### src/rtl/core/ckma_pkg.sv
package ckma_pkg;

  // Kernel table geometry, fixed by the 6-bit row and column fields
  localparam int TABLE_DIM = 64;
  localparam int TABLE_AW  = 6;
  localparam int KADDR_W   = 2 * TABLE_AW;

  // Fixed-point widths: Q2.15 operands, Q.30 products and sums
  localparam int DATA_W = 18;
  localparam int PROD_W = 2 * DATA_W;
  localparam int SUM_W  = 48;

  // Path length register
  localparam int                LEN_W     = 7;
  localparam logic [LEN_W-1:0]  LEN_RESET = 7'd64;
  localparam int                MAX_LENGTH_DEF = 64;

  // Input item kinds
  localparam logic ACT_LOAD   = 1'b0;
  localparam logic ACT_SAMPLE = 1'b1;

  typedef enum logic [1:0] {
    ST_IDLE,
    ST_RUN,
    ST_DRAIN,
    ST_EMIT
  } ckma_state_t;

  // Tag that follows one multiply-accumulate through the pipeline
  typedef struct packed {
    logic                valid;
    logic [TABLE_AW-1:0] idx;
    logic                first;
  } ckma_tag_t;

endpackage

### src/rtl/core/ckma_sum_store.sv
module ckma_sum_store #(
  parameter int DEPTH = ckma_pkg::MAX_LENGTH_DEF,
  parameter int AW    = $clog2(DEPTH)
) (
  input  logic                         clk,
  input  logic                         rst,
  input  logic                         clear,
  input  logic [AW-1:0]                rd_idx,
  input  logic                         wr_en,
  input  logic [AW-1:0]                wr_idx,
  input  logic [ckma_pkg::SUM_W-1:0]   wr_data,
  output logic [ckma_pkg::SUM_W-1:0]   rd_data
);

  logic [ckma_pkg::SUM_W-1:0] mem [DEPTH];
  logic [DEPTH-1:0]           entry_valid;
  logic [ckma_pkg::SUM_W-1:0] rd_raw;
  logic                       rd_vld;

  always_ff @(posedge clk) begin
    if (wr_en) begin
      mem[wr_idx] <= wr_data;
    end
  end

  always_ff @(posedge clk) begin
    rd_raw <= mem[rd_idx];
  end

  // Entry not written since the last clear reads as zero
  always_ff @(posedge clk) begin
    if (rst || clear) begin
      entry_valid <= '0;
      rd_vld      <= 1'b0;
    end else begin
      rd_vld <= entry_valid[rd_idx];
      if (wr_en) begin
        entry_valid[wr_idx] <= 1'b1;
      end
    end
  end

  assign rd_data = rd_vld ? rd_raw : '0;

endmodule

### config.mk
export PLATFORM = sky130hd
export DESIGN_NAME = ckma_sum_store
export DESIGN_NICKNAME = d
export VERILOG_FILES = /design/src/rtl/core/ckma_pkg.sv /design/src/rtl/core/ckma_sum_store.sv
export SDC_FILE = /design/constraint.sdc
export NUM_CORES = 2
export LEC_CHECK = 0
export BUFFER_PORTS_ARGS = -buffer_cell sky130_fd_sc_hd__buf_4
export CORE_MARGIN = 2
export CORE_UTILIZATION = 50
export CTS_CLUSTER_DIAMETER = 50
export DETAILED_ROUTE_END_ITERATION = 8
export PLACE_DENSITY = 0.68
export SLEW_MARGIN = 20
export SYNTH_ARGS = -nofsm -noshare
export SYNTH_HDL_FRONTEND = slang
export SYNTH_SLANG_ARGS = --single-unit
export TNS_END_PERCENT = 100
### constraint.sdc
create_clock -name clk -period 5.85 [get_ports clk]
set_input_delay 1.17 -clock clk [delete_from_list [all_inputs] [get_ports clk]]
set_output_delay 1.17 -clock clk [all_outputs]
set_load 0.01 [all_outputs]
==> results.cfg <==
[clock_network]
clockBufferDepth = 4
cts-hold-fix-buffers = 0
postCtsSetupRepairBufs = 0
clkSinkCount = 3185
htree_levels = 5
insertion_delay_ps = 960
cts_tree = done
root_buffer = clkbuf_16
cts_resized = 0
clk_pin_slew_ps = 60
cts-buffers-inserted = 333

[yosys]
synth_top_area_frac = 0.7683
ys.flop_type = edfxtp_1
yosys-top-cells-area = edfxtp_1, mux4_2, dfxtp_1
yosysMostFrequentCell = edfxtp_1
ys_seq_area_frac = 0.7872
async_reset_ff_frac = 0
synth_cell_type_count = 33
mappedNetlistArea_mm2 = 0.1201
synth_area_per_cell_um2 = 23.86
syn_inst = 5031
synth-edff-count = 3072
yosysWarnings = 0
synth-seq-cells = 3185
syn_nets = 5095
yosysTopAreaCell = edfxtp_1
synth_commonest_cells = edfxtp_1, mux4_2, clkbuf_1

[critical_path]
cp-end-kind = output pin
cp.buffers_inverters = 1
crit_path_max_fanout = 49
rr_worst_depth = 4
start_kind = flop
cp_top_family = flip-flops
crit_path_max_incr_delay_ps = 1090
cp.depth = 2
crit_chain = and2_1, buf_4
crit_slowest_cell = dfxtp_2
critical_path_arrival_ps = 2770
worstSetupPathType = flop to output pin
required_ps = 4680

[route]
vias = 58248
drtAntennaViolNets = 0
drc_errors = 0
wire_per_inst_um = 36.28
first_pass_iters = 5
drt_iter0_markers = 8475
routed_via_density = 6.599
totalWireLength_um = 320300

[run]
drv_cap = 0

[grt]
antenna_found_initial = 26
grt_pass1_vias = 57977
grt_max_degree = 88
track_usage = 0.2632
grt_overflow = 0
grt_pass1_wl_um = 448200

[timing]
slew_violations = 0
finalSetupViolations = 0
min_period_ps = 3944
slew_headroom = 0.1843
hold_viol = 0
finalSetupTns_ps = 0
worst_pin_slew_ps = 1221
rsz0062_at_grt = false
finClkSkew_ps = 48.69
clock.fmax_mhz = 253.6
post-route-period-util = 0.6741

[layout]
drive_above_1_share = 0.3107
postLayoutCoreUtil = 0.5757
fin_nets = 5455
syn2layout_area_growth_pct = 14.26

[floorplan]
chipHeight_um = 494.0
die_w_um = 494.0
start_util = 0.5038
core_area_mm2 = 0.2383
core.rowCount = 179
ios = 112
die-area_mm2 = 0.2441

[power]
power-per-cell-area_mw_per_mm2 = 352.7
p_leak_uw = 0.04283
ir_drop_mv = 0.3115

[worst_hold_path]
hold_class = flop to flop
holdPathStages = 1

[run_status]
outcome = finished, final reports clean

[placement]
hpwlAfterDp_um = 169900
port_buffers = 111
globalplace.congestion = 0.8240
[layer usage]
metal	global-route usage	vias to the layer above	part of all wire
met5	0	-	0.000041
met1	0.3770	31811	0.38
met4	0.08550	2	0.034
met2	0.4086	3512	0.48
met3	0.05630	483	0.11
li1	-	22440	-
[where the power goes]
| group | leakage [µW] | switching, µW | total [µW] | internal, µW |
|---|---|---|---|---|
| sequential | 0.0286 | 146 | 25300 | 25200 |
| combinational | 0.00897 | 1260 | 2080 | 821 |
| clock | 0.00529 | 8570 | 21000 | 12400 |
| total | 0.0428 | 9980 | 48400 | 38400 |
[cell families (layout without fill, tap and decap cells)]
family,count (synthesis),count (layout),share of synthesized area
buffers and inverters,278,893,0.01073
AO/OA/AOI/OAI,340,340,0.01969
flip-flops,3185,3185,0.7872
multiplexers,967,967,0.1718
AND/OR/NAND/NOR,261,261,0.01058
other,0,14,0
[sequential cells by signal, summed over array words and instances (netlist names)]
| signal | count |
|---|---|
| entry_valid | 64 |
| mem | 3072 |
| rd_vld | 1 |
| rd_raw | 48 |
[layout by cell type, fill, tap and decap left out, types with 28 or more instances in the layout]
| master | Yosys | routed |
|---|---|---|
| clkinv_1 | 0 | 47 |
| o21a_1 | 64 | 64 |
| nor2_4 | 0 | 63 |
| dfxtp_1 | 113 | 112 |
| clkbuf_1 | 134 | 56 |
| buf_12 | 0 | 62 |
| mux4_2 | 874 | 874 |
| clkinv_2 | 0 | 56 |
| bufinv_16 | 0 | 34 |
| nand3_1 | 44 | 44 |
| edfxtp_1 | 3072 | 3072 |
| o21ai_0 | 36 | 36 |
| a221oi_1 | 28 | 28 |
| nand2_1 | 33 | 32 |
| and2_1 | 52 | 50 |
| mux2i_1 | 80 | 80 |
| a21oi_1 | 55 | 55 |
| a22oi_1 | 94 | 94 |
| clkbuf_16 | 0 | 340 |
| buf_4 | 22 | 235 |
[through the flow]
stage | cell area, µm² | cells | total power [µW] | setup slack (ps) | hold WS [ps]
5_1_grt | 137200 | 8815 | 49590 | 1919 | 479.6
3_3_place_gp | 126300 | 8220 | 27860 | 1481 | 441.0
2_1_floorplan | 120100 | 5031 | 26920 | 358.3 | 435.4
3_5_place_dp | 126300 | 8221 | 27910 | 1456 | 447.8
4_1_cts | 137100 | 8811 | 48610 | 1872 | 460.8
6_report | 137200 | 8827 | 48380 | 1906 | 458.2
[worst paths after layout]
path                   start               to  slack (ps)
max                   rd_vld      rd_data[47]        1910
min          entry_valid[55]  entry_valid[55]         460
max reg2reg       mem[3][23]       rd_raw[23]        3560
min reg2reg  entry_valid[55]  entry_valid[55]         460
[worst register-to-register path: stages (launching register included)]
cell      delay [ps]
edfxtp_1         370
mux4_2           480
mux2_2           280
a221oi_1         810
a21oi_1          160
[layout make-up]
type / instances / area (µm²)
flip-flops and latches: 3185 / 94510
well taps: 3167 / 3963
diodes: 14 / 35.03
clock inverters: 176 / 1827
multi-input cells: 1568 / 24780
clock buffers: 414 / 8966
repair buffers: 303 / 3099
fillers: 16751 / 101100
(Power assumes the default switching activity.)
