--- src/rtl/core/ckma_pkg.sv ---
package ckma_pkg;

  // Kernel table geometry, fixed by the 6-bit row and column fields
  localparam int TABLE_DIM = 64;
  localparam int TABLE_AW  = 6;
  localparam int KADDR_W   = 2 * TABLE_AW;

  // Fixed-point widths: Q2.15 operands, Q.30 products and sums
  localparam int DATA_W = 18;
  localparam int PROD_W = 2 * DATA_W;
  localparam int SUM_W  = 48;

  // Path length register
  localparam int                LEN_W     = 7;
  localparam logic [LEN_W-1:0]  LEN_RESET = 7'd64;
  localparam int                MAX_LENGTH_DEF = 64;

  // Input item kinds
  localparam logic ACT_LOAD   = 1'b0;
  localparam logic ACT_SAMPLE = 1'b1;

  typedef enum logic [1:0] {
    ST_IDLE,
    ST_RUN,
    ST_DRAIN,
    ST_EMIT
  } ckma_state_t;

  // Tag that follows one multiply-accumulate through the pipeline
  typedef struct packed {
    logic                valid;
    logic [TABLE_AW-1:0] idx;
    logic                first;
  } ckma_tag_t;

endpackage

--- src/rtl/core/ckma_mac.sv ---
module ckma_mac (
  input  logic                                clk,
  input  logic                                rst,
  input  ckma_pkg::ckma_tag_t                 tag_in,
  input  logic signed [ckma_pkg::DATA_W-1:0]  inc,
  input  logic [ckma_pkg::DATA_W-1:0]         k_data,
  input  logic [ckma_pkg::SUM_W-1:0]          sum_in,
  output ckma_pkg::ckma_tag_t                 wr_tag,
  output logic [ckma_pkg::SUM_W-1:0]          wr_data,
  output logic                                busy
);

  ckma_pkg::ckma_tag_t                        tag1;
  ckma_pkg::ckma_tag_t                        tag2;
  logic signed [ckma_pkg::PROD_W-1:0]         prod;
  logic [ckma_pkg::SUM_W-1:0]                 sum2;

  // Align tag with registered memory reads, then with the product
  always_ff @(posedge clk) begin
    if (rst) begin
      tag1 <= '0;
      tag2 <= '0;
    end else begin
      tag1 <= tag_in;
      tag2 <= tag1;
    end
  end

  always_ff @(posedge clk) begin
    prod <= ckma_pkg::PROD_W'(inc) * ckma_pkg::PROD_W'($signed(k_data));
    sum2 <= sum_in;
  end

  assign wr_data = sum2 + {{(ckma_pkg::SUM_W - ckma_pkg::PROD_W){prod[ckma_pkg::PROD_W-1]}},
                           prod};
  assign wr_tag  = tag2;
  assign busy    = tag1.valid || tag2.valid;

endmodule

--- config.mk ---
export PLATFORM = sky130hd
export DESIGN_NAME = ckma_mac
export DESIGN_NICKNAME = d
export VERILOG_FILES = /design/src/rtl/core/ckma_pkg.sv /design/src/rtl/core/ckma_mac.sv
export SDC_FILE = /design/constraint.sdc
export NUM_CORES = 1
export LEC_CHECK = 0
export ABC_AREA = 1
export BUFFER_PORTS_ARGS = -buffer_cell sky130_fd_sc_hd__clkbuf_2
export CORE_UTILIZATION = 35
export CTS_BUF_LIST = sky130_fd_sc_hd__clkbuf_8
export DETAILED_ROUTE_END_ITERATION = 6
export HOLD_SLACK_MARGIN = 0.1
export PLACE_DENSITY = 0.62
export SYNTH_ARGS = -nofsm -noshare
export SYNTH_HDL_FRONTEND = slang
export SYNTH_SLANG_ARGS = --single-unit
--- constraint.sdc ---
create_clock -name clk -period 13.75 [get_ports clk]
set_clock_uncertainty 0.15 [all_clocks]
set_input_delay 1.375 -clock clk [delete_from_list [all_inputs] [get_ports clk]]
set_output_delay 1.375 -clock clk [all_outputs]
set_load 0.02 [all_outputs]
==> results.py <==
metrics = {
    "status": {
        "status": "complete, no violations",
    },
    "die": {
        "core-area_sq_mm": 0.05542,
        "die-height_microns": 239.3,
        "start_util_pct": 35.56,
        "io_pins": 151,
        "die_w_microns": 239.3,
        "die_area_sq_mm": 0.05726,
        "rows": 86,
    },
    "critical_path": {
        "critPathLaunchType": "input pin",
        "critPathMaxStageDelay_ps": 780,
        "crit_slowest_cell": "fa_1",
        "cp.arrival_ps": 7100,
        "path_common_cell": "fa_1",
        "crit_type": "in -> reg",
        "crit_chain": "clkbuf_2 -> nand2_1 -> fa_1 -> inv_1 -> fa_1 -> fa_1 -> fa_1 -> fa_1 -> inv_1 -> fa_1 -> inv_1 -> ha_1 -> nand2_1 -> nor2_1 -> inv_1 -> nor2_1 -> nand3_1 -> nand3_1 -> xor2_1",
        "worstPathRequired_ps": 13950,
        "endpoint_kind": "register",
        "worstPathMaxFanout": 18,
    },
    "timing": {
        "fin_crit_ps": 6899,
        "finalSetupViolCount": 0,
        "hold_viol": 0,
        "timing.fmax_mhz": 144.9,
        "rsz0062_at_grt": "false",
        "worst_slack_ps": 6851,
        "max_slew_margin_pct": 54.06,
        "worst_slew_pin_slew_ps": 688.1,
        "period_share_pct": 50.18,
        "finalSetupTns_ps": 0,
        "maxSlewViolCount": 0,
    },
    "detailed_routing": {
        "route.detailed.drc": 0,
        "vias": 16200,
        "vias_per_cell": 4.413,
        "routed_wl_mm": 50.66,
        "wl_per_cell_microns": 13.80,
        "firstDrtPassIters": 5,
        "drt.antenna.violating_nets": 0,
        "drtIter0Drc": 889,
    },
    "synthesis": {
        "synth_area_per_cell_sq_um": 6.963,
        "synth-seq-area-share_pct": 10.16,
        "ys_types": 30,
        "netlist_area_sq_mm": 0.01971,
        "synth_top_cell_by_area": "fa_1",
        "ys_warn_count": 0,
        "synth_fp_nets": 3394,
        "synth.top_cell.area_share_pct": 33.52,
        "synth-seq-cells": 100,
        "synth_cells": 2830,
        "synthTopCellsByArea": "fa_1 (34%), nand2_1 (17%), inv_1 (16%), dfxtp_1 (10%), ha_1 (8.9%)",
    },
    "placed_design": {
        "hpwl_mm": 43.91,
        "place.gp.congestion": 0.9184,
        "numPortBuffers": 150,
        "post-place-ws_ps": 6463,
    },
    "clock_tree": {
        "cts_tree": "built",
        "cts.clk_slew.worst_paths_ps": 130,
        "cts-root-buf": "clkbuf_8",
        "cts.repair.resized": 0,
        "clock-sinks": 100,
        "ctsHoldBuffers": 0,
        "insertion_delay_ps": 400,
        "cts_max_level": 3,
        "cts_inserted_buffers": 9,
        "clk_path_buf_depth": 2,
        "cts_setup_buffers": 0,
    },
    "grt": {
        "track_usage_pct": 18.69,
        "antenna_found_initial": 0,
        "grt_pass1_vias": 16740,
        "grt_pass1_wl_mm": 84.40,
        "grt_max_degree": 22,
        "grt_overflow": 0,
    },
    "min_path": {
        "hold_class": "reg -> reg",
    },
    "final_layout": {
        "fin_nets": 3483,
        "drive_above_1_share_pct": 9.097,
        "layout_common_cells": "nand2_1 (896), inv_1 (830), fa_1 (330)",
        "diodes": 0,
        "final_util_pct": 38.51,
        "area_growth_pct": 8.298,
        "final_common_cell": "nand2_1",
    },
    "run": {
        "max-cap-violations": 0,
    },
}
per-layer routing:
layer	routed length [microns]	vias up	track usage, %
li1	-	8161	-
met1	23040	7637	24.44
met2	24710	343	33.35
met3	2015	62	1.775
met4	895	0	3.788
met5	0	-	0
cells in the mapped netlist:
cell type,n
buf_1,7
xor2_1,46
nand3b_1,1
nand3_1,72
nand4_1,24
or2_2,6
nand3_2,4
nand2_1,896
o211ai_1,1
nor2_4,11
nand2_2,27
nor3_2,5
and2_1,1
a21oi_1,60
a21o_1,4
nand2_4,1
o21bai_1,5
xnor2_1,6
inv_1,830
clkbuf_1,66
dfxtp_1,100
o21a_1,2
nor3_1,12
ha_1,140
o21ai_0,16
fa_1,330
clkinv_1,2
nor2_2,25
nor2_1,110
inv_2,20
critical path: cells and delay by family:
kind | cells | cell delay, ps
fa+ha+maj | 7 | 3840
buf+inv | 5 | 770
xor+xnor | 1 | 140
simple gates | 6 | 960
logic make-up (layout without fill, tap and decap cells):
| kind of cell | after synthesis | count (layout) | synth area share (%) |
|---|---|---|---|
| buffers and inverters | 925 | 1019 | 17.62 |
| flip-flops | 100 | 100 | 10.16 |
| AND/OR/NAND/NOR | 1195 | 1195 | 25.11 |
| XOR/XNOR | 52 | 52 | 2.311 |
| AO/OA/AOI/OAI | 88 | 88 | 2.387 |
| adder cells (fa/ha/maj) | 470 | 470 | 42.41 |
final timing paths:
path	start	end	slack, ps	depth (start not counted)
setup reg to reg	tag1[7]	wr_tag[7]	13090	2
hold / removal	tag1[3]	wr_tag[3]	260	2
setup / recovery	k_data[3]	prod[27]	6850	19
hold reg to reg	tag1[3]	wr_tag[3]	260	2
per-stage QoR:
stage                     cell area [sq um]  hold slack, ps  instances
after global routing                  21340           272.6       3672
after floorplan                       19710           238.3       2830
after detailed placement              21130           242.4       3656
final                                 21340           258.5       3672
after CTS                             21340           260.1       3672
after global placement                21130           239.6       3656
area by class of cell:
type	count	area [sq um]
fillers	5855	34070
multi-input cells	1805	14230
clock inverters	7	91.34
repair buffers	151	758.2
inverters	852	3198
well taps	748	935.9
flip-flops and latches	100	2002
clock buffers	9	123.9
sequential cells by signal (all words and copies together) (netlist names):
name	flops
tag1	8
wr_tag	8
sum2	48
prod	36
Power is left out: the tool's default activity adds up to more than one toggle a clock period on the data nets, which glitch-free logic cannot reach.
